===== config.mk =====
export PLATFORM = sky130hd
export DESIGN_NAME = subdivided_box_mesh_generator
export DESIGN_NICKNAME = d
export VERILOG_FILES = /design/src/sv/sbm_pkg.sv /design/src/sv/sbm_div.sv /design/src/sv/subdivided_box_mesh_generator.sv
export VERILOG_INCLUDE_DIRS = /design/src /design/src/sv
export SDC_FILE = /design/constraint.sdc
export NUM_CORES = 2
export LEC_CHECK = 0
export BUFFER_PORTS_ARGS = -buffer_cell sky130_fd_sc_hd__buf_2
export CORE_ASPECT_RATIO = 0.6
export CORE_MARGIN = 4
export CORE_UTILIZATION = 45
export DETAILED_ROUTE_END_ITERATION = 8
export PLACE_DENSITY = 0.71
export SETUP_SLACK_MARGIN = 0.2
export SLEW_MARGIN = 10
export SYNTH_ARGS = -nofsm -noshare
export SYNTH_HDL_FRONTEND = slang
export SYNTH_SLANG_ARGS = --single-unit

===== constraint.sdc =====
create_clock -name clk -period 20.5 [get_ports clk]
set_input_delay 1.025 -clock clk [delete_from_list [all_inputs] [get_ports clk]]
set_output_delay 1.025 -clock clk [all_outputs]
set_load 0.01 [all_outputs]

===== src/sv/assert_macros.svh =====
// assertion macros used by the generator rtl
// no dependencies; define ASSERT_OFF to drop all checks
`ifndef ASSERT_MACROS_SVH
`define ASSERT_MACROS_SVH
`ifndef ASSERT_OFF
// concurrent implication checked at every edge out of reset
`define SBM_ASSERT(lbl, ck, rn, prop, msg) \
  lbl: assert property (@(posedge ck) disable iff (!rn) prop) else $error(msg);
// checked at every edge, including reset
`define SBM_ASSERT_ALWAYS(lbl, ck, prop, msg) \
  lbl: assert property (@(posedge ck) prop) else $error(msg);
`else
`define SBM_ASSERT(lbl, ck, rn, prop, msg)
`define SBM_ASSERT_ALWAYS(lbl, ck, prop, msg)
`endif
`endif


===== src/sv/sbm_pkg.sv =====
// shared types, constants and face tables for the box mesh generator
// no dependencies
package sbm_pkg;

  localparam int SizeW  = 24;
  localparam int SegW   = 9;
  localparam int IdxW   = 19;
  localparam int PosW   = 25;
  localparam int QuotW  = 25;
  localparam int NumW   = QuotW + 10;
  localparam int DenW   = 10;
  localparam logic [SegW-1:0] MaxSeg = 9'd256;
  localparam logic [2:0] LastFace = 3'd5;

  localparam logic [2:0] REG_WIDTH  = 3'd0;
  localparam logic [2:0] REG_HEIGHT = 3'd1;
  localparam logic [2:0] REG_DEPTH  = 3'd2;
  localparam logic [2:0] REG_SEGX   = 3'd3;
  localparam logic [2:0] REG_SEGY   = 3'd4;
  localparam logic [2:0] REG_SEGZ   = 3'd5;

  localparam logic [1:0] ST_OK       = 2'd0;
  localparam logic [1:0] ST_ZERO_SZ  = 2'd1;
  localparam logic [1:0] ST_ZERO_SEG = 2'd2;

  localparam logic [1:0] AX_X = 2'd0;
  localparam logic [1:0] AX_Y = 2'd1;
  localparam logic [1:0] AX_Z = 2'd2;

  typedef enum logic [4:0] {
    S_IDLE   = 5'b00001,
    S_SETUP  = 5'b00010,
    S_MUL    = 5'b00100,
    S_DIV    = 5'b01000,
    S_FIN    = 5'b10000
  } state_t;

  function automatic logic [1:0] u_axis(input logic [2:0] f);
    logic [1:0] a;
    case (f)
      3'd2, 3'd3: a = AX_Z;
      default:    a = AX_X;
    endcase
    return a;
  endfunction

  function automatic logic [1:0] v_axis(input logic [2:0] f);
    logic [1:0] a;
    case (f)
      3'd4, 3'd5: a = AX_Z;
      default:    a = AX_Y;
    endcase
    return a;
  endfunction

  // corner bits (x in bit 0) of quad slot 0, 1 and 3 of each face
  function automatic logic [2:0] corner_c1(input logic [2:0] f);
    logic [2:0] c;
    case (f)
      3'd0: c = 3'b000;
      3'd1: c = 3'b101;
      3'd2: c = 3'b100;
      3'd3: c = 3'b001;
      3'd4: c = 3'b100;
      default: c = 3'b010;
    endcase
    return c;
  endfunction

  function automatic logic [2:0] corner_c2(input logic [2:0] f);
    logic [2:0] c;
    case (f)
      3'd0: c = 3'b001;
      3'd1: c = 3'b100;
      3'd2: c = 3'b000;
      3'd3: c = 3'b101;
      3'd4: c = 3'b101;
      default: c = 3'b011;
    endcase
    return c;
  endfunction

  function automatic logic [2:0] corner_c4(input logic [2:0] f);
    logic [2:0] c;
    case (f)
      3'd0: c = 3'b010;
      3'd1: c = 3'b111;
      3'd2: c = 3'b110;
      3'd3: c = 3'b011;
      3'd4: c = 3'b000;
      default: c = 3'b110;
    endcase
    return c;
  endfunction

endpackage


===== src/sv/sbm_div.sv =====
// radix-2 restoring divider, one quotient bit per cycle
// depends on sbm_pkg; quotient must fit QuotW bits
module sbm_div
  import sbm_pkg::*;
(
  input  logic            clk,
  input  logic            rst_n,
  input  logic            start,
  input  logic [NumW-1:0] num,
  input  logic [DenW-1:0] den,
  output logic            busy,
  output logic            done,
  output logic [QuotW-1:0] quot
);

  logic [DenW-1:0]  rem_r, rem_nxt;
  logic [QuotW-1:0] q_r, q_nxt;
  logic [4:0]       cnt_r, cnt_nxt;
  logic             done_r, done_nxt;
  logic [DenW:0]    trial;

  always_comb begin
    rem_nxt  = rem_r;
    q_nxt    = q_r;
    cnt_nxt  = cnt_r;
    done_nxt = 1'b0;
    trial    = {rem_r, q_r[QuotW-1]};
    if (start) begin
      rem_nxt = num[NumW-1:QuotW];
      q_nxt   = num[QuotW-1:0];
      cnt_nxt = 5'(QuotW);
    end else if (cnt_r != 5'd0) begin
      if (trial >= {1'b0, den}) begin
        rem_nxt = DenW'(trial - {1'b0, den});
        q_nxt   = {q_r[QuotW-2:0], 1'b1};
      end else begin
        rem_nxt = trial[DenW-1:0];
        q_nxt   = {q_r[QuotW-2:0], 1'b0};
      end
      cnt_nxt  = cnt_r - 5'd1;
      done_nxt = (cnt_r == 5'd1);
    end
  end

  always_ff @(posedge clk) begin
    rem_r <= rem_nxt;
    q_r   <= q_nxt;
    if (!rst_n) begin
      cnt_r  <= 5'd0;
      done_r <= 1'b0;
    end else begin
      cnt_r  <= cnt_nxt;
      done_r <= done_nxt;
    end
  end

  assign busy = (cnt_r != 5'd0);
  assign done = done_r;
  assign quot = q_r;

endmodule


===== src/sv/subdivided_box_mesh_generator.sv =====
// box mesh vertex generator: one vertex per input transaction
// per vertex: accept, setup, then two rounded divisions (multiply, load, 25 divide steps,
// done) and a finish step that holds until the output register is free, then out_tvalid
// a new transaction is accepted while the previous result still waits on the output
// rst_n (synchronous) restores the default box and the first vertex of the front face
`include "assert_macros.svh"
module subdivided_box_mesh_generator
  import sbm_pkg::*;
(
  input  logic         clk,
  input  logic         rst_n,
  input  logic         in_tvalid,
  output logic         in_tready,
  input  logic [7:0]   in_tdata,   // [0] restart
  output logic         out_tvalid,
  input  logic         out_tready,
  // pos_x, pos_y, pos_z, vertex_number, corner_bl, corner_br, corner_tl, corner_tr
  output logic [175:0] out_tdata,
  output logic [2:0]   out_tuser,  // cell_valid, status
  output logic         out_tlast,  // last_vertex
  input  logic         cfg_wr_en,
  input  logic [2:0]   cfg_addr,
  input  logic [23:0]  cfg_wdata
);

  state_t state_r, state_nxt;

  logic [SizeW-1:0] wid_r, hgt_r, dep_r;
  logic [SegW-1:0]  segx_r, segy_r, segz_r;

  logic [2:0]      face_r, face_nxt;
  logic [SegW-1:0] u_r, u_nxt, v_r, v_nxt;
  logic [IdxW-1:0] vcnt_r, vcnt_nxt, fsv_r, fsv_nxt;

  logic            restart_r;
  logic [1:0]      err_r, err_nxt;
  logic [SegW-1:0] useg_r, useg_nxt, vseg_r, vseg_nxt;
  logic            term_r, term_nxt;
  logic            launch_r, launch_nxt;
  logic [NumW-1:0] num_r, num_nxt;
  logic [QuotW-1:0] qu_r, qu_nxt, qv_r, qv_nxt;

  logic            ov_r, ov_nxt;
  logic [175:0]    od_r, od_nxt;
  logic [2:0]      ou_r, ou_nxt;
  logic            ol_r, ol_nxt;

  logic            div_busy, div_done;
  logic [QuotW-1:0] div_q;

  sbm_div u_div (
    .clk   (clk),
    .rst_n (rst_n),
    .start (launch_r),
    .num   (num_r),
    .den   ({term_r ? vseg_r : useg_r, 1'b0}),
    .busy  (div_busy),
    .done  (div_done),
    .quot  (div_q)
  );

  function automatic logic [SegW-1:0] clamp_seg(input logic [SegW-1:0] s);
    return (s > MaxSeg) ? MaxSeg : s;
  endfunction

  function automatic logic [SegW-1:0] seg_of(input logic [1:0] a, input logic [SegW-1:0] sx,
                                             input logic [SegW-1:0] sy,
                                             input logic [SegW-1:0] sz);
    logic [SegW-1:0] s;
    case (a)
      AX_X:    s = sx;
      AX_Y:    s = sy;
      default: s = sz;
    endcase
    return s;
  endfunction

  // configuration registers
  always_ff @(posedge clk) begin
    if (!rst_n) begin
      wid_r  <= 24'd256;
      hgt_r  <= 24'd256;
      dep_r  <= 24'd256;
      segx_r <= 9'd1;
      segy_r <= 9'd1;
      segz_r <= 9'd1;
    end else if (cfg_wr_en) begin
      case (cfg_addr)
        REG_WIDTH:  wid_r  <= cfg_wdata;
        REG_HEIGHT: hgt_r  <= cfg_wdata;
        REG_DEPTH:  dep_r  <= cfg_wdata;
        REG_SEGX:   segx_r <= cfg_wdata[SegW-1:0];
        REG_SEGY:   segy_r <= cfg_wdata[SegW-1:0];
        REG_SEGZ:   segz_r <= cfg_wdata[SegW-1:0];
        default: ;
      endcase
    end
  end

  logic [2:0]       f_w;
  logic [SegW-1:0]  u_w, v_w, us_w, vs_w, idx_w;
  logic [IdxW-1:0]  vc_w, fs_w;
  logic [1:0]       ax_w;
  logic [SizeW-1:0] h_w;
  logic signed [26:0] pos_w [3];
  logic [2:0]       c1_w, c2_w, c4_w;
  logic [1:0]       uax_w, vax_w;
  logic [IdxW-1:0]  bl_w, tl_w;
  logic [SegW:0]    row_w;
  logic             cell_w;
  logic [SizeW-1:0] hv_w [3];

  always_comb begin
    state_nxt  = state_r;
    face_nxt   = face_r;
    u_nxt      = u_r;
    v_nxt      = v_r;
    vcnt_nxt   = vcnt_r;
    fsv_nxt    = fsv_r;
    err_nxt    = err_r;
    useg_nxt   = useg_r;
    vseg_nxt   = vseg_r;
    term_nxt   = term_r;
    launch_nxt = 1'b0;
    num_nxt    = num_r;
    qu_nxt     = qu_r;
    qv_nxt     = qv_r;
    ov_nxt     = ov_r && !out_tready;
    od_nxt     = od_r;
    ou_nxt     = ou_r;
    ol_nxt     = ol_r;

    f_w = face_r; u_w = u_r; v_w = v_r; vc_w = vcnt_r; fs_w = fsv_r;
    us_w = '0; vs_w = '0;
    hv_w[0] = wid_r; hv_w[1] = hgt_r; hv_w[2] = dep_r;
    uax_w = u_axis(face_r);
    vax_w = v_axis(face_r);
    ax_w  = term_r ? vax_w : uax_w;
    h_w   = hv_w[ax_w];
    idx_w = term_r ? v_r : u_r;
    c1_w  = corner_c1(face_r);
    c2_w  = corner_c2(face_r);
    c4_w  = corner_c4(face_r);
    row_w = {1'b0, useg_r} + 10'd1;
    bl_w  = IdxW'(fsv_r + IdxW'(v_r * row_w) + IdxW'(u_r));
    tl_w  = IdxW'(bl_w + IdxW'(row_w));
    cell_w = (u_r < useg_r) && (v_r < vseg_r);
    for (int a = 0; a < 3; a++) begin
      pos_w[a] = c1_w[a] ? $signed({3'b000, hv_w[a]}) : -$signed({3'b000, hv_w[a]});
      if (a == int'(uax_w))
        pos_w[a] = c2_w[a] ? pos_w[a] + $signed({2'b00, qu_r})
                           : pos_w[a] - $signed({2'b00, qu_r});
      if (a == int'(vax_w))
        pos_w[a] = c4_w[a] ? pos_w[a] + $signed({2'b00, qv_r})
                           : pos_w[a] - $signed({2'b00, qv_r});
    end

    case (state_r)
      S_IDLE: begin
        if (in_tvalid) state_nxt = S_SETUP;
      end
      S_SETUP: begin
        if (restart_r) begin
          f_w = '0; u_w = '0; v_w = '0; vc_w = '0; fs_w = '0;
        end
        if (wid_r == '0 || hgt_r == '0 || dep_r == '0) err_nxt = ST_ZERO_SZ;
        else if (segx_r == '0 || segy_r == '0 || segz_r == '0) err_nxt = ST_ZERO_SEG;
        else err_nxt = ST_OK;
        if (f_w > LastFace) f_w = LastFace;
        us_w = clamp_seg(seg_of(u_axis(f_w), segx_r, segy_r, segz_r));
        vs_w = clamp_seg(seg_of(v_axis(f_w), segx_r, segy_r, segz_r));
        if (u_w > us_w) u_w = us_w;
        if (v_w > vs_w) v_w = vs_w;
        face_nxt = f_w; u_nxt = u_w; v_nxt = v_w; vcnt_nxt = vc_w; fsv_nxt = fs_w;
        useg_nxt = us_w;
        vseg_nxt = vs_w;
        term_nxt = 1'b0;
        state_nxt = (err_nxt != ST_OK) ? S_FIN : S_MUL;
      end
      S_MUL: begin
        // numerator 4*idx*half + seg over 2*seg rounds idx*2*half/seg to nearest
        num_nxt = NumW'(idx_w * {h_w, 2'b00}) + NumW'(term_r ? vseg_r : useg_r);
        launch_nxt = 1'b1;
        state_nxt = S_DIV;
      end
      S_DIV: begin
        if (div_done) begin
          if (term_r) begin
            qv_nxt = div_q;
            state_nxt = S_FIN;
          end else begin
            qu_nxt = div_q;
            term_nxt = 1'b1;
            state_nxt = S_MUL;
          end
        end
      end
      S_FIN: begin
        if (!ov_r || out_tready) begin
          ov_nxt = 1'b1;
          state_nxt = S_IDLE;
          if (err_r != ST_OK) begin
            od_nxt = '0;
            ou_nxt = {err_r, 1'b0};
            ol_nxt = 1'b0;
            face_nxt = '0; u_nxt = '0; v_nxt = '0; vcnt_nxt = '0; fsv_nxt = '0;
          end else begin
            od_nxt = {6'd0,
                      cell_w ? IdxW'(tl_w + 19'd1) : '0,
                      cell_w ? tl_w : '0,
                      cell_w ? IdxW'(bl_w + 19'd1) : '0,
                      cell_w ? bl_w : '0,
                      vcnt_r,
                      pos_w[2][PosW-1:0], pos_w[1][PosW-1:0], pos_w[0][PosW-1:0]};
            ou_nxt = {ST_OK, cell_w};
            ol_nxt = 1'b0;
            if (u_r < useg_r) begin
              u_nxt = u_r + 9'd1;
              vcnt_nxt = vcnt_r + 19'd1;
            end else if (v_r < vseg_r) begin
              u_nxt = '0;
              v_nxt = v_r + 9'd1;
              vcnt_nxt = vcnt_r + 19'd1;
            end else if (face_r < LastFace) begin
              u_nxt = '0;
              v_nxt = '0;
              face_nxt = face_r + 3'd1;
              vcnt_nxt = vcnt_r + 19'd1;
              fsv_nxt = vcnt_r + 19'd1;
            end else begin
              ol_nxt = 1'b1;
              face_nxt = '0; u_nxt = '0; v_nxt = '0; vcnt_nxt = '0; fsv_nxt = '0;
            end
          end
        end
      end
      default: state_nxt = S_IDLE;
    endcase
  end

  always_ff @(posedge clk) begin
    err_r  <= err_nxt;
    useg_r <= useg_nxt;
    vseg_r <= vseg_nxt;
    term_r <= term_nxt;
    num_r  <= num_nxt;
    qu_r   <= qu_nxt;
    qv_r   <= qv_nxt;
    od_r   <= od_nxt;
    ou_r   <= ou_nxt;
    ol_r   <= ol_nxt;
    if (state_r == S_IDLE) restart_r <= in_tdata[0];
    if (!rst_n) begin
      state_r  <= S_IDLE;
      face_r   <= '0;
      u_r      <= '0;
      v_r      <= '0;
      vcnt_r   <= '0;
      fsv_r    <= '0;
      launch_r <= 1'b0;
      ov_r     <= 1'b0;
    end else begin
      state_r  <= state_nxt;
      face_r   <= face_nxt;
      u_r      <= u_nxt;
      v_r      <= v_nxt;
      vcnt_r   <= vcnt_nxt;
      fsv_r    <= fsv_nxt;
      launch_r <= launch_nxt;
      ov_r     <= ov_nxt;
    end
  end

  assign in_tready  = (state_r == S_IDLE);
  assign out_tvalid = ov_r;
  assign out_tdata  = od_r;
  assign out_tuser  = ou_r;
  assign out_tlast  = ol_r;

  `SBM_ASSERT(a_idle_div, clk, rst_n, in_tready |-> !div_busy, "divider busy while idle")
  `SBM_ASSERT(a_done_state, clk, rst_n, div_done |-> (state_r == S_DIV), "divider done out of sequence")
  `SBM_ASSERT(a_err_zero, clk, rst_n, (ov_r && ou_r[2:1] != ST_OK) |-> (od_r == '0 && !ol_r), "error result carries data")

endmodule


==> results.json <==
{
  "status": "completed",
  "ant_nets": 0,
  "cap_violations": 0,
  "h-tree-depth": 2,
  "placed_cell_area_um2": 44200,
  "dieHeight_um": 245,
  "viasPerCell": 5.83,
  "drtIter0Drc": 4595,
  "syn2layout_area_growth_pct": 9.38,
  "fill_cells": 8569,
  "endpoint_kind": "flop",
  "first_global_vias": 33200,
  "fin_crit_sh_pct": 45.6,
  "final-max-slew-violation-count": 0,
  "clk_latency_ns": 0.66,
  "synthSimpleGateAreaFrac_pct": 19.2,
  "clk_pin_slew_ns": 0.06,
  "routedWlPerCell_um": 21.3,
  "cts_max_path_buffers": 3,
  "synth_warnings": 0,
  "muxShareOfSynthArea_pct": 2.21,
  "regArea_um2": 12900,
  "power_density_nw_per_um2": 55.3,
  "cts_resized": 0,
  "root_buffer": "clkbuf_16",
  "grt_pass1_wl_mm": 202,
  "crit_arrival_ns": 9.72,
  "synth_common_cells": "nand2_1 (710), nor2_1 (421), inv_1 (408)",
  "synth_adder_area_share_pct": 19.9,
  "worstReg2RegStart": "face_r[2]$_SDFFE_PN0P_",
  "yosysTopAreaCell": "edfxtp_1",
  "finalSetupViolations": 0,
  "synth-xor-area-share_pct": 7.90,
  "startpoint": "face_r[2]$_SDFFE_PN0P_",
  "synth_compound_area_share_pct": 14.5,
  "antenna_found_initial": 17,
  "cpLargestDelayFamily": "adder cells",
  "tightest_slew_ns": 1.24,
  "ys_seq_area_share_pct": 30.7,
  "initial_core_util_pct": 45.6,
  "synth_ff_type": "edfxtp_1",
  "multi_input_area_um2": 26900,
  "critPathMaxStageDelay_ns": 0.89,
  "dieWidth_um": 402,
  "synthCells": 4792,
  "hpwl_mm": 105,
  "finalSetupTns_ns": 0,
  "yosys.cell_types.count": 100,
  "synth-seq-cells": 487,
  "grtUsageTotal_pct": 26.3,
  "netlist.area_leader.share_pct": 22.6,
  "cts_tree": "done",
  "rsz0062_at_grt": "no",
  "design_area_um2": 45900,
  "p_leak_nw": 19.2,
  "drive_gt1_share_pct": 8.90,
  "cts_made_buffers": 52,
  "syn-cell-area_um2": 42000,
  "hold_violations": 0,
  "layout.nets": 5462,
  "gr-total-overflow": 0,
  "cts_setup_buffers": 0,
  "crit_required_ns": 20.88,
  "vias": 36100,
  "critPathBufInv": 6,
  "path_class": "reg2reg",
  "clock_sinks": 487,
  "synth.most_common_cell": "nand2_1",
  "hp-start": "segy_r[3]$_SDFFE_PN0P_",
  "routabilityCongestion": 0.971,
  "synth-async-reset-ratio_pct": 0,
  "fmax_ghz": 0.107,
  "ctsHoldBuffers": 0,
  "synth_edf_count": 316,
  "dr.pass1.iters": 8,
  "start_kind": "flop",
  "worst_clock_skew_ns": 0.0725,
  "core_um2": 92200,
  "ios": 222,
  "hp-class": "reg2reg",
  "period_needed_ns": 9.34,
  "cp_slowest_cell": "o21ai_0",
  "critPathMaxFanout": 45,
  "synth_top_family_by_area": "adder cells",
  "route.detailed.drc": 0,
  "port_buffers": 208,
  "totalWireLength_mm": 132,
  "avgSynthCellArea_um2": 8.77,
  "ir_drop_mv": 0.0429,
  "relSlewSlack_pct": 16.4,
  "row_count": 86,
  "grt_max_degree": 98,
  "dieArea_um2": 98500,
  "yosys-top-cells-area": "edfxtp_1 (23%), fa_1 (12%), ha_1 (8.3%), dfxtp_1 (8.1%), nand2_1 (6.3%)"
}
-- worst reg2reg max path: cells and delay by family, from the launching register on --
kind	cells	cell delay, ns
AO/OA/AOI/OAI	6	2.22
XOR/XNOR	1	0.16
adder cells (fa/ha/maj)	6	2.93
buffers and inverters	6	1.14
flip-flops	1	0.73
multiplexers	1	0.20
AND/OR/NAND/NOR	7	1.67
-- metal layers --
layer  share of wire, %  vias to the layer above  track usage, %
met3                 13                      188            8.44
met1                 46                    17400            40.8
met4                2.5                        6            6.48
li1                   -                    16700               -
met2                 38                     1755            34.7
met5              0.031                        -               0
-- through the flow --
| stage | utilization [%] | power, W | setup WS [ns] | hold WS, ns | instances |
|---|---|---|---|---|---|
| after floorplan | - | 0.00145 | 12.71 | 0.438 | 4797 |
| after global placement | 48.0 | 0.00158 | 11.59 | 0.458 | 6079 |
| after detailed placement | 48.0 | 0.00159 | 11.41 | 0.463 | 6079 |
| after CTS | 49.8 | 0.00254 | 11.35 | 0.471 | 6176 |
| after global routing | 49.8 | 0.00264 | 10.72 | 0.492 | 6182 |
| final | 49.8 | 0.00254 | 11.16 | 0.479 | 6182 |
-- worst paths after layout --
kind	to	slack, ns	cells past startpoint
hold / removal	segy_r[3]$_SDFFE_PN0P_	0.48	2
hold reg to reg	segy_r[3]$_SDFFE_PN0P_	0.48	2
setup reg to reg	num_r[33]$_DFFE_PP_	11.16	27
setup / recovery	num_r[33]$_DFFE_PP_	11.16	27
-- cells in the final DEF, fill, tap and decap left out, drive strengths merged, types with 25 or more instances in the layout --
cell,Yosys,layout
a211oi,44,44
a21o,80,80
a21oi,368,368
a31oi,25,25
and2,93,93
and3,48,48
buf,28,249
clkbuf,171,68
dfxtp,171,171
edfxtp,316,316
fa,243,243
ha,278,278
inv,409,414
mux2,35,35
mux2i,52,52
nand2,712,712
nand2b,31,31
nand3,78,78
nand4,30,30
nor2,421,421
nor2b,43,43
nor3,88,88
nor4,28,28
o21a,70,70
o21ai,214,214
o21bai,29,29
or3,38,38
or4,28,28
xnor2,218,218
xor2,155,155
-- cell families after synthesis --
logic type,after synthesis
adders and majority gates,521
AOI/OAI and AO/OA,979
and+or+nand+nor,1733
xor gates and xnor gates,375
other,1
DFF,487
muxes,87
buffers and inverters,609
-- area by class of cell --
| cell class | instances | share of cell area, % |
|---|---|---|
| inverters | 410 | 3.36 |
| flip-flops and latches | 487 | 28.1 |
| multi-input cells | 3701 | 58.5 |
| clock inverters | 29 | 0.575 |
| clock buffers | 68 | 3.12 |
| repair buffers | 249 | 2.94 |
| well taps | 1232 | 3.36 |
| diodes | 6 | 0.0327 |
-- where the power goes --
part | internal [W] | total, W | switching (W) | leakage, nW
Sequential | 0.00113 | 0.00121 | 0.0000839 | 4.36
Combinational | 0.000147 | 0.000372 | 0.000225 | 14.0
Clock | 0.000525 | 0.000958 | 0.000433 | 0.830
-- sequential cells by signal, summed over array words and instances (netlist names), 2 cells and up --
| register | cells |
|---|---|
| face_r | 3 |
| wid_r | 24 |
| segz_r | 9 |
| useg_r | 9 |
| u_div.quot | 25 |
| vcnt_r | 19 |
| vseg_r | 9 |
| err_r | 2 |
| dep_r | 24 |
| segy_r | 9 |
| u_r | 9 |
| segx_r | 9 |
| out_tuser | 3 |
| u_div.cnt_r | 5 |
| qu_r | 25 |
| num_r | 35 |
| fsv_r | 19 |
| state_r | 5 |
| out_tdata | 170 |
| hgt_r | 24 |
| qv_r | 25 |
| u_div.rem_r | 10 |
| v_r | 9 |
Note: power is estimated with default switching activity, not from simulation.
